<file path="config.mk">
export PLATFORM = sky130hd
export DESIGN_NAME = lph_queue
export DESIGN_NICKNAME = d
export VERILOG_FILES = /design/src/rtl/lph_queue.sv
export SDC_FILE = /design/constraint.sdc
export NUM_CORES = 1
export LEC_CHECK = 0
export ABC_CLOCK_PERIOD_IN_PS = 2400
export BUFFER_PORTS_ARGS = -buffer_cell sky130_fd_sc_hd__buf_2
export CORE_ASPECT_RATIO = 1.4
export CORE_MARGIN = 4
export CORE_UTILIZATION = 30
export CTS_CLUSTER_DIAMETER = 80
export DETAILED_ROUTE_END_ITERATION = 16
export MAX_ROUTING_LAYER = met4
export PLACE_DENSITY = 0.49
export SYNTH_ARGS = -nofsm -noshare
export SYNTH_HDL_FRONTEND = slang
export SYNTH_SLANG_ARGS = --single-unit
</file>
<file path="constraint.sdc">
create_clock -name clk -period 2.4 [get_ports clk]
set_input_delay 0.72 -clock clk [delete_from_list [all_inputs] [get_ports clk]]
set_output_delay 0.72 -clock clk [all_outputs]
set_load 0.05 [all_outputs]
</file>
<file path="src/rtl/lph_queue.sv">
// ----------------------------------------------------------------------------
// lph_queue : short fifo between front and back
// lets front and back stall independently
// ----------------------------------------------------------------------------
module lph_queue #(
    parameter int WIDTH = 8,
    parameter int DEPTH = 2
) (
    input  logic             clk,
    input  logic             rst_n,
    input  logic             push,
    input  logic [WIDTH-1:0] push_data,
    output logic             full,
    input  logic             pop,
    output logic [WIDTH-1:0] pop_data,
    output logic             not_empty
);

    localparam int PTR_W  = $clog2(DEPTH);
    localparam int FILL_W = $clog2(DEPTH + 1);

    logic [WIDTH-1:0]  mem_reg [DEPTH];
    logic [PTR_W-1:0]  wr_ptr_reg;
    logic [PTR_W-1:0]  rd_ptr_reg;
    logic [FILL_W-1:0] fill_reg;

    assign full      = fill_reg == FILL_W'(DEPTH);
    assign not_empty = fill_reg != '0;
    assign pop_data  = mem_reg[rd_ptr_reg];

    always_ff @(posedge clk)
    begin
        if (push)
        begin
            mem_reg[wr_ptr_reg] <= push_data;
        end
    end

    always_ff @(posedge clk or negedge rst_n)
    begin
        if (!rst_n)
        begin
            wr_ptr_reg <= '0;
            rd_ptr_reg <= '0;
            fill_reg   <= '0;
        end
        else
        begin
            if (push)
            begin
                wr_ptr_reg <= (wr_ptr_reg == PTR_W'(DEPTH - 1)) ? '0 : wr_ptr_reg + 1'b1;
            end
            if (pop)
            begin
                rd_ptr_reg <= (rd_ptr_reg == PTR_W'(DEPTH - 1)) ? '0 : rd_ptr_reg + 1'b1;
            end
            if (push && !pop)
            begin
                fill_reg <= fill_reg + 1'b1;
            end
            else if (pop && !push)
            begin
                fill_reg <= fill_reg - 1'b1;
            end
        end
    end

endmodule

</file>
==> out/metrics.cfg <==
[final_layout]
area_growth_syn_to_layout_pct=22.0
largest_register_ffs=16
fillers=263
drive_above_1_share_pct=53.0
num_antenna_cells=0
nNetsFinal=80
instances_no_fill=100
multiInputGateArea_sq_um=178
fin_area_sq_um=943
regArea_sq_um=581

[critical_path]
cp.required_ns=1.68
critPathBufInv=1
cp.arrival_ns=1.48
cp_max_fo=9
timing.rr.start=wr_ptr_reg
slowest_delay_ns=0.59
ff2ff_path_depth=1
cp-start-kind=register
r2r_slack_ns=1.29
crit_chain=mux2_2 -> buf_2
setup.worst_path.end_class=primary output
path_class=register to primary output
critical_path.top_delay_family=flip-flops
crit_path_top_delay_cell=dfrtp_1
r2r-end=mem_reg[1][3]

[cts]
hold_buffers=0
clockBufferDepth=2
tritoncts=yes
cts_sinks=20
clk_pin_slew_ns=0.10
numCtsBuffers=3
cts_setup_buffers=0
cts_resized=0
clock_latency_ns=0.29
cts-root-buf=clkbuf_4
htree_levels=1

[floorplan]
floorplan.initialDensity_pct=32.0
core_area_sq_um=2420
die_w_um=50.9
num_rows=21
dieArea_sq_um=3470
io_pins=22
die_h_um=68.1

[sta]
report.final.hold_viol_count=0
fin_crit_ns=2.20
setup_violations=0
timing.fmax_mhz=455
hold_slack_ns=0.211
slew_headroom_pct=72.5
maxSlewViolCount=0
rsz0062_at_grt=false
skew_ns=0.00214
tns_ns=0
worst_slack_ns=0.202
timing.final.crit_share_pct=91.6
worst_pin_slew_ns=0.413

[yosys]
synth_cell_types=13
ys_async_sr_fraction_pct=20.0
synth_top_cells_by_area=edfxtp_1 (62%), dfrtp_1 (13%), mux2_2 (12%), xor2_1 (4.5%), ha_1 (1.6%)
synth_largest_area_cell=edfxtp_1
ys_ff_latch=20
synthCells=41
synth_edf_count=16
netlist_area_sq_um=773
yosys-top-cells-count=edfxtp_1 (16), mux2_2 (8), dfrtp_1 (4), xor2_1 (4)
ys_warn_count=0
avgSynthCellArea_sq_um=18.9
synth_flop_cell=edfxtp_1
syn_nets=54
yosys.area.top_type_share_pct=62.1
yosysSeqAreaShare_pct=75.1
synth_most_common_cell=edfxtp_1

[power]
p_seq_share_pct=44.1
p_sw_uw=518
p_comb_share_pct=43.1
cellPowerDensity_nw_per_um2=1280
clkPwrFrac_pct=12.8
p_sw_share_pct=42.7
ir_drop_v=0.000602
p_leak_nw=0.380
internal_power_uw=694

[grt]
grt_overflow=0
track_usage_pct=8.44
grt_pass1_vias=427
antenna_found_initial=0
grt_pass1_wl_um=1990
grt_max_degree=12

[routing]
ant_nets=0
routedWlPerCell_um=11.8
routed_wirelength_um=1180
vias_per_cell=4.17
num_vias=417
drtIter0Drc=19
drc_errors=0
first_pass_iters=2

[placed_design]
gp_congestion=0.642
dpl_cell_area_sq_um=917
place_ws_ns=0.501
post-dp-hpwl_um=889
portBuffers=21
dpl.cell_count=96

[min_path]
hold_path_class=input pin to asynchronous set/reset pin

[flow_run]
drv_cap=0

[status]
status=complete, no violations

## worst max path at each step
stage	from	end	slack, ns	cells after the start
2_1_floorplan	rd_ptr_reg	pop_data[0]	0.78	2
3_3_place_gp	rd_ptr_reg	pop_data[1]	0.51	2
3_5_place_dp	rd_ptr_reg	pop_data[1]	0.50	2
4_1_cts	rd_ptr_reg	pop_data[1]	0.16	2
5_1_grt	rd_ptr_reg	pop_data[2]	0.10	2
6_report	rd_ptr_reg	pop_data[1]	0.20	2
## cell usage in the layout, fill, tap and decap left out, drive strengths merged
| master | netlist | layout |
|---|---|---|
| dfrtp | 4 | 4 |
| and2 | 1 | 1 |
| mux2 | 8 | 8 |
| edfxtp | 16 | 16 |
| or2 | 1 | 1 |
| clkbuf | 0 | 3 |
| clkinv | 0 | 1 |
| buf | 1 | 22 |
| nor2b | 1 | 1 |
| xnor2 | 1 | 1 |
| xor2 | 4 | 4 |
| and2b | 1 | 1 |
| inv | 1 | 1 |
| ha | 1 | 1 |
| nor2 | 1 | 1 |
## metrics by stage
step	util, %	total power, mW
2_1_floorplan	-	0.970
3_3_place_gp	37.9	1.07
3_5_place_dp	37.9	1.07
4_1_cts	39.0	1.23
5_1_grt	39.0	1.29
6_report	39.0	1.21
## power groups by stage
| stage | Combinational [mW] | Sequential [mW] | Clock, mW |
|---|---|---|---|
| after floorplan | 0.462 | 0.508 | 0 |
| after global placement | 0.529 | 0.543 | 0 |
| after detailed placement | 0.528 | 0.545 | 0 |
| after CTS | 0.531 | 0.538 | 0.162 |
| after global routing | 0.556 | 0.552 | 0.179 |
| final | 0.522 | 0.534 | 0.155 |
## logic make-up after synthesis
group	after synthesis	synth area share, %
xor+xnor	5	5.66
fa+ha+maj	1	1.62
buf+inv	2	1.94
flops	20	75.1
mux	8	11.7
simple gates	5	4.05
## cell type report
cell class              count  area share, %
multi-input cells          19           18.8
clock buffers               3           2.39
well taps                  34           4.51
inverters                   1          0.398
clock inverters             1          0.398
flip-flops and latches     20           61.5
repair buffers             22           11.9
## metal layers
metal / up-vias / wire, um / global-route usage [%]
met3: 4 / 62 / 2.18
met2: 14 / 626 / 13.2
li1: 197 / - / -
met5: - / 0 / -
met4: 0 / 25 / 6.06
met1: 202 / 469 / 9.31
(Power assumes the default switching activity.)
