$ cat src/rtl/lph_pkg.sv
// ----------------------------------------------------------------------------
// lph_pkg : shared types and constants of the hash table
// field widths, action codes and the structs passed between front and back
// ----------------------------------------------------------------------------
package lph_pkg;

    localparam int KEY_W  = 32;
    localparam int ITEM_W = 32;
    localparam int CNT_W  = 9;
    localparam int ACT_W  = 2;

    // action codes
    localparam logic [ACT_W-1:0] ACT_PUT   = 2'd0;
    localparam logic [ACT_W-1:0] ACT_GET   = 2'd1;
    localparam logic [ACT_W-1:0] ACT_CLEAR = 2'd2;

    localparam logic [CNT_W-1:0] ENTRY_LIMIT_RST = 9'd128;

    typedef struct packed {
        logic [ACT_W-1:0]  action;
        logic [KEY_W-1:0]  key;
        logic [ITEM_W-1:0] item;
    } cmd_t;

    typedef struct packed {
        logic              hit;
        logic [ITEM_W-1:0] item_out;
        logic              inserted;
        logic              full_res;
        logic [CNT_W-1:0]  entry_count;
    } rsp_t;

endpackage

$ cat src/rtl/lph_req_if.sv
// ----------------------------------------------------------------------------
// lph_req_if : request channel
// valid/ready channel carrying one operation word
// ----------------------------------------------------------------------------
interface lph_req_if;
    import lph_pkg::*;

    logic              valid;
    logic              ready;
    logic [ACT_W-1:0]  action;
    logic [KEY_W-1:0]  key;
    logic [ITEM_W-1:0] item;

    modport source (output valid, action, key, item, input ready);
    modport sink   (input valid, action, key, item, output ready);

endinterface

$ cat src/rtl/lph_front.sv
// ----------------------------------------------------------------------------
// lph_front : request intake
// takes a request word and works out its home slot, key mod SLOTS
// ----------------------------------------------------------------------------
module lph_front #(
    parameter int SLOTS = 256
) (
    input  logic                     clk,
    input  logic                     rst_n,
    lph_req_if.sink                  req,
    input  logic                     q_full,
    output logic                     push,
    output logic [$clog2(SLOTS)-1:0] home,
    output lph_pkg::cmd_t            cmd
);
    import lph_pkg::*;

    localparam int  IDX_W  = $clog2(SLOTS);
    localparam int  REM_W  = IDX_W + 1;
    localparam bit  POW2   = (SLOTS & (SLOTS - 1)) == 0;
    localparam int  DIGIT  = 4;
    localparam int  STEPS  = KEY_W / DIGIT;
    localparam int  STEP_W = $clog2(STEPS + 1);

    logic              have_reg;
    cmd_t              cmd_reg;
    logic [KEY_W-1:0]  sh_reg;
    logic [IDX_W-1:0]  rem_reg;
    logic [STEP_W-1:0] step_reg;

    logic [IDX_W-1:0]  rem_next;
    logic              done;
    logic              accept;

    // four bits of remainder reduction per cycle, msb first
    always_comb
    begin
        logic [IDX_W-1:0] r;
        logic [REM_W-1:0] t;
        r = rem_reg;
        for (int i = 0; i < DIGIT; i++)
        begin
            t = {r, sh_reg[KEY_W-1-i]};
            if (t >= REM_W'(SLOTS))
            begin
                t = t - REM_W'(SLOTS);
            end
            r = t[IDX_W-1:0];
        end
        rem_next = r;
    end

    assign done      = have_reg && (POW2 || (step_reg == STEP_W'(STEPS)));
    assign push      = done && !q_full;
    assign req.ready = !have_reg || push;
    assign accept    = req.valid && req.ready;
    assign home      = POW2 ? cmd_reg.key[IDX_W-1:0] : rem_reg;
    assign cmd       = cmd_reg;

    always_ff @(posedge clk or negedge rst_n)
    begin
        if (!rst_n)
        begin
            have_reg <= 1'b0;
            cmd_reg  <= '0;
            sh_reg   <= '0;
            rem_reg  <= '0;
            step_reg <= '0;
        end
        else if (accept)
        begin
            have_reg       <= 1'b1;
            cmd_reg.action <= req.action;
            cmd_reg.key    <= req.key;
            cmd_reg.item   <= req.item;
            sh_reg         <= req.key;
            rem_reg        <= '0;
            step_reg       <= '0;
        end
        else if (push)
        begin
            have_reg <= 1'b0;
        end
        else if (have_reg && !done)
        begin
            rem_reg  <= rem_next;
            sh_reg   <= sh_reg << DIGIT;
            step_reg <= step_reg + 1'b1;
        end
    end

endmodule

$ cat src/flat_wrapper.sv
// flat-port wrapper written by rule: the top's interface ports become plain ports
module lph_front_flat import lph_pkg::*;
#(
    parameter int SLOTS = 256
)
  (clk, rst_n, q_full, push, home, cmd, req_valid, req_action, req_key, req_item, req_ready);
  lph_req_if req_i ();
  input  logic clk;
  input  logic rst_n;
  input  logic q_full;
  output logic push;
  output logic [$clog2(SLOTS)-1:0] home;
  output lph_pkg::cmd_t cmd;
  input wire logic [$bits(req_i.valid)-1:0] req_valid;
  input wire logic [$bits(req_i.action)-1:0] req_action;
  input wire logic [$bits(req_i.key)-1:0] req_key;
  input wire logic [$bits(req_i.item)-1:0] req_item;
  output wire logic [$bits(req_i.ready)-1:0] req_ready;
  assign req_i.valid = req_valid;
  assign req_i.action = req_action;
  assign req_i.key = req_key;
  assign req_i.item = req_item;
  assign req_ready = req_i.ready;
  lph_front #(.SLOTS(SLOTS)) u_core (.clk(clk), .rst_n(rst_n), .req(req_i), .q_full(q_full), .push(push), .home(home), .cmd(cmd));
endmodule
$ cat config.mk
export PLATFORM = sky130hd
export DESIGN_NAME = lph_front_flat
export DESIGN_NICKNAME = d
export VERILOG_FILES = /design/src/rtl/lph_pkg.sv /design/src/rtl/lph_req_if.sv /design/src/rtl/lph_front.sv /design/src/flat_wrapper.sv
export SDC_FILE = /design/constraint.sdc
export NUM_CORES = 1
export LEC_CHECK = 0
export BUFFER_PORTS_ARGS = -buffer_cell sky130_fd_sc_hd__buf_2
export CAP_MARGIN = 20
export CORE_ASPECT_RATIO = 1.25
export CORE_UTILIZATION = 35
export CTS_CLUSTER_DIAMETER = 150
export DETAILED_ROUTE_END_ITERATION = 10
export GPL_ROUTABILITY_DRIVEN = 0
export HOLD_SLACK_MARGIN = 0.03
export MAX_ROUTING_LAYER = met4
export PLACE_DENSITY_LB_ADDON = 0.1
export REMOVE_ABC_BUFFERS = 1
export SLEW_MARGIN = 10
export SYNTH_ARGS = -nofsm -noshare
export SYNTH_HDL_FRONTEND = slang
export SYNTH_SLANG_ARGS = --single-unit
export TNS_END_PERCENT = 5
$ cat constraint.sdc
create_clock -name clk -period 1.2 [get_ports clk]
set_input_delay 0.12 -clock clk [delete_from_list [all_inputs] [get_ports clk]]
set_output_delay 0.12 -clock clk [all_outputs]
set_load 0.01 [all_outputs]
==> report_table.html <==
<table>
<tr><th>Metric</th><th>Value</th></tr>
<tr><th colspan="2">Synth</th></tr>
<tr><td>Area leader, netlist</td><td>sky130_fd_sc_hd__dfrtp_1</td></tr>
<tr><td>Area of the mapped netlist</td><td>approximately 2700 µm²</td></tr>
<tr><td>Number of synthesized register bits</td><td>67</td></tr>
<tr><td>Post-synth top area share</td><td>between 60% and 70%</td></tr>
<tr><td>Most repeated cell in the gate-level netlist after synthesis</td><td>sky130_fd_sc_hd__dfrtp_1</td></tr>
<tr><td>Number of warnings printed during yosys synthesis</td><td>0</td></tr>
<tr><td>Average cell area after synthesis</td><td>approximately 18 µm²</td></tr>
<tr><td>Sequential cell area fraction in the yosys report</td><td>a little over 60%</td></tr>
<tr><td>Async set or reset register ratio after synthesis</td><td>100.0%</td></tr>
<tr><td>Number of synthesized flops with an enable pin</td><td>0</td></tr>
<tr><td>Most common library cells after synthesis</td><td>sky130_fd_sc_hd__dfrtp_1, sky130_fd_sc_hd__mux2_4, sky130_fd_sc_hd__mux2_2</td></tr>
<tr><td>Synthesized instance count</td><td>152</td></tr>
<tr><td>Synth cell types</td><td>12</td></tr>
<tr><td>Most used flip-flop cell after synthesis</td><td>sky130_fd_sc_hd__dfrtp_1</td></tr>
<tr><td>Top post-synthesis cells by area</td><td>sky130_fd_sc_hd__dfrtp_1, sky130_fd_sc_hd__mux2_4, sky130_fd_sc_hd__mux2_2</td></tr>
<tr><th colspan="2">Clock network</th></tr>
<tr><td>Clk Latency, worst-skew pair</td><td>0.33 ns</td></tr>
<tr><td>Maximum level of the CTS H-tree</td><td>3</td></tr>
<tr><td>Clk pin slew, worst setup/hold paths</td><td>around 0.070 ns</td></tr>
<tr><td>Worst-case clock buffer depth</td><td>2</td></tr>
<tr><td>TritonCTS clock tree</td><td>built</td></tr>
<tr><td>Clock Sink Count</td><td>67</td></tr>
<tr><td>Cts bufs inserted</td><td>9</td></tr>
<tr><td>Clock root buffer master</td><td>sky130_fd_sc_hd__clkbuf_8</td></tr>
<tr><th colspan="2">Global routing</th></tr>
<tr><td>Wire length of the first global-routing pass</td><td>roughly 9700 µm</td></tr>
<tr><td>Overflow left after global routing</td><td>0</td></tr>
<tr><td>Routing usage on met2</td><td>25.92%</td></tr>
<tr><td>Antenna violations before repair</td><td>0</td></tr>
<tr><td>Met3 Track Usage GR</td><td>under 10%</td></tr>
<tr><td>Maximum number of pins on one net before global-route repair</td><td>51</td></tr>
<tr><td>Vias in the first global route</td><td>2064</td></tr>
<tr><td>Overall fraction of global-route tracks in use</td><td>16.39%</td></tr>
<tr><td>Gr busiest metal</td><td>met2</td></tr>
<tr><td>Met1 capacity usage during global routing</td><td>19.48%</td></tr>
<tr><th colspan="2">Pwr</th></tr>
<tr><td>Switching share of power</td><td>around a quarter</td></tr>
<tr><td>Worst VDD drop</td><td>0.7389 mV</td></tr>
<tr><td>Sequential share of power</td><td>42.4%</td></tr>
<tr><td>Power consumption</td><td>approximately 6.5 mW</td></tr>
<tr><td>Share of power burned in the clock network</td><td>32.3%</td></tr>
<tr><td>Static leakage</td><td>2.359 nW</td></tr>
<tr><td>Ratio of total power to cell area</td><td>between 1000 and 1500 nW/µm²</td></tr>
<tr><td>Internal cell power</td><td>around 4.9 mW</td></tr>
<tr><td>Comb power frac</td><td>25.3%</td></tr>
<tr><td>Net switching power of the design</td><td>1.650 mW</td></tr>
<tr><th colspan="2">Floorplanning</th></tr>
<tr><td>Y dimension of the die</td><td>100.9 µm</td></tr>
<tr><td>Width of the die</td><td>81.12 µm</td></tr>
<tr><td>Die outline area</td><td>8185 µm²</td></tr>
<tr><td>Number of core rows</td><td>35</td></tr>
<tr><td>Starting Density</td><td>a little over a third</td></tr>
<tr><td>Area of the core region</td><td>roughly 7500 µm²</td></tr>
<tr><td>Top-Level Pins</td><td>approximately 150</td></tr>
<tr><th colspan="2">STA</th></tr>
<tr><td>Total setup violations reported at the end of the flow</td><td>67</td></tr>
<tr><td>Setup TNS Final</td><td>-8.979 ns</td></tr>
<tr><td>RSZ-0062 raised after global routing</td><td>yes</td></tr>
<tr><td>Time the final worst path needs with I/O delays and setup</td><td>~1.4 ns</td></tr>
<tr><td>Number of pins exceeding their max-slew limit in the final report</td><td>0</td></tr>
<tr><td>Hold Violations, Final</td><td>0</td></tr>
<tr><td>Highest Clock Rate</td><td>~730 MHz</td></tr>
<tr><td>Rel. slew slack</td><td>about four fifths</td></tr>
<tr><td>Worst Max-Slew Pin Slew</td><td>~0.28 ns</td></tr>
<tr><td>Worst hold-check slack</td><td>about 0.15 ns</td></tr>
<tr><td>Worst clock skew</td><td>around 0.008 ns</td></tr>
<tr><td>Final Cycle Share</td><td>113.7%</td></tr>
<tr><td>Worst setup margin</td><td>-0.1645 ns</td></tr>
<tr><th colspan="2">Critical path</th></tr>
<tr><td>Startpoint Class</td><td>register</td></tr>
<tr><td>Kind of end point of the critical path</td><td>register</td></tr>
<tr><td>Crit path max fanout</td><td>7</td></tr>
<tr><td>Slowest stage delay, CP</td><td>approximately 0.41 ns</td></tr>
<tr><td>Data arrival at the endpoint of the critical path</td><td>~1.6 ns</td></tr>
<tr><td>CP Class</td><td>register to register</td></tr>
<tr><td>Slowest cell on the critical path</td><td>sky130_fd_sc_hd__dfrtp_1</td></tr>
<tr><td>Buffers &amp; Inverters on Critical Path</td><td>2</td></tr>
<tr><td>Cells along the critical path</td><td>a21boi_4, buf_6, clkbuf_16, mux2_4</td></tr>
<tr><td>Worst EP required</td><td>about 1.4 ns</td></tr>
<tr><td>Kind of cell adding the most delay to the critical path</td><td>flip-flops</td></tr>
<tr><th colspan="2">Layout</th></tr>
<tr><td>Proportion of layout cells with a drive suffix above 1</td><td>between 60% and 70%</td></tr>
<tr><td>Layout net count</td><td>around 450</td></tr>
<tr><td>Area added between synthesis and finish</td><td>69.94%</td></tr>
<tr><td>Total of fill cells in the finished design</td><td>around 600</td></tr>
<tr><td>Sequential Area</td><td>roughly 1700 µm²</td></tr>
<tr><td>Combined area of the multi-input logic cells</td><td>991.0 µm²</td></tr>
<tr><td>Largest register FFs</td><td>66</td></tr>
<tr><td>Antenna diode count</td><td>0</td></tr>
<tr><td>Share of the core filled with cells in the final layout</td><td>62.16%</td></tr>
<tr><th colspan="2">Hold path</th></tr>
<tr><td>Min-Delay Path Class</td><td>input pin to async pin</td></tr>
<tr><th colspan="2">Placed design</th></tr>
<tr><td>Half-perimeter wire length of the detailed placement result</td><td>about 4000 µm</td></tr>
<tr><td>Port buffer count</td><td>between 100 and 150</td></tr>
<tr><td>Place WS</td><td>-0.1710 ns</td></tr>
<tr><th colspan="2">Route</th></tr>
<tr><td>Avg WL per Cell</td><td>about 15 µm</td></tr>
<tr><td>Vias after detailed routing</td><td>2070</td></tr>
<tr><td>DRT antenna net count</td><td>0</td></tr>
<tr><td>Remaining DRCs</td><td>0</td></tr>
<tr><td>Vias per inst</td><td>approximately 4.4</td></tr>
<tr><td>First DRT Iteration DRCs</td><td>32</td></tr>
<tr><td>Final routed wirelength across all metal layers</td><td>7030 µm</td></tr>
<tr><td>1st-pass router iterations</td><td>4</td></tr>
<tr><th colspan="2">Run status</th></tr>
<tr><td>Failing checks</td><td>negative setup slack</td></tr>
<tr><td>Status</td><td>finished with violations</td></tr>
<tr><th colspan="2">Run</th></tr>
<tr><td>Number of maximum-capacitance violations</td><td>0</td></tr>
</table>
[kinds of logic (layout without fill, tap and decap cells)]
logic type      after synthesis  after routing  share of synthesized area, %
mux                          66             66                         32.62
simple gates                  3              3                        0.5940
flops                        67             67                         61.22
buf+inv                      15            244                         5.162
compound gates                1              1                        0.4111
[cells in the final DEF, fill, tap and decap left out, drive strengths merged]
master / n
clkinv: 1
dfrtp: 67
nand2b: 1
buf: 156
dlygate4sd3: 68
bufinv: 2
clkbuf: 16
a21boi: 1
nand2: 1
mux2: 66
clkinvlp: 1
nor2b: 1
[power groups by stage]
stage | clock network [mW] | registers [mW] | logic (mW)
6_report | 2.11 | 2.77 | 1.65
5_1_grt | 2.27 | 2.81 | 1.78
4_1_cts | 2.17 | 2.76 | 1.52
3_5_place_dp | 0 | 2.80 | 1.34
3_3_place_gp | 0 | 2.80 | 1.33
2_1_floorplan | 0 | 2.98 | 0.537
[path summary, 6_finish.rpt]
kind                                                 start                         end  slack (ns)  cells past startpoint
worst max-delay path               u_core.done$_DFFE_PN0P_  u_core.cmd[56]$_DFFE_PN0P_       -0.16                      4
worst min-delay path                                 rst_n  u_core.cmd[52]$_DFFE_PN0P_        0.15                      2
worst max register to register     u_core.done$_DFFE_PN0P_  u_core.cmd[56]$_DFFE_PN0P_       -0.16                      4
max in group asynchronous                            rst_n  u_core.cmd[13]$_DFFE_PN0P_        0.54                      3
worst min register to register  u_core.cmd[64]$_DFFE_PN0P_  u_core.cmd[64]$_DFFE_PN0P_        0.50                      1
min in group clk                                    q_full     u_core.done$_DFFE_PN0P_        0.18                      4
[routing by layer]
layer,share of wire [%],up-vias
met5,0,-
met4,1.4,0
met3,5.2,11
met2,51,84
met1,43,1005
li1,-,970
[stage by stage]
step                      std cells  cell area (µm²)
after floorplan                 137             2597
after global placement          381             3536
after detailed placement        381             3536
after CTS                       465             4453
after global routing            473             4654
final                           473             4654
[cell type report]
class | count | share of cell area, %
Clock buffer | 12 | 3.333
Clock inverter | 4 | 1.559
Multi-Input combinational cell | 70 | 21.29
Sequential cell | 67 | 36.02
Tap cell | 92 | 2.473
Timing Repair Buffer | 228 | 35.32
[timing repair]
action                                 4_1_cts  5_1_grt
setup buffers                                0        3
endpoints found under the hold margin      134        0
hold buffers                                68        0
pin swaps                                    0        1
cloned                                       0        5
resized for setup                            2       18
setup endpoints to repair                   68       68
Note: power is estimated with default switching activity, not from simulation.
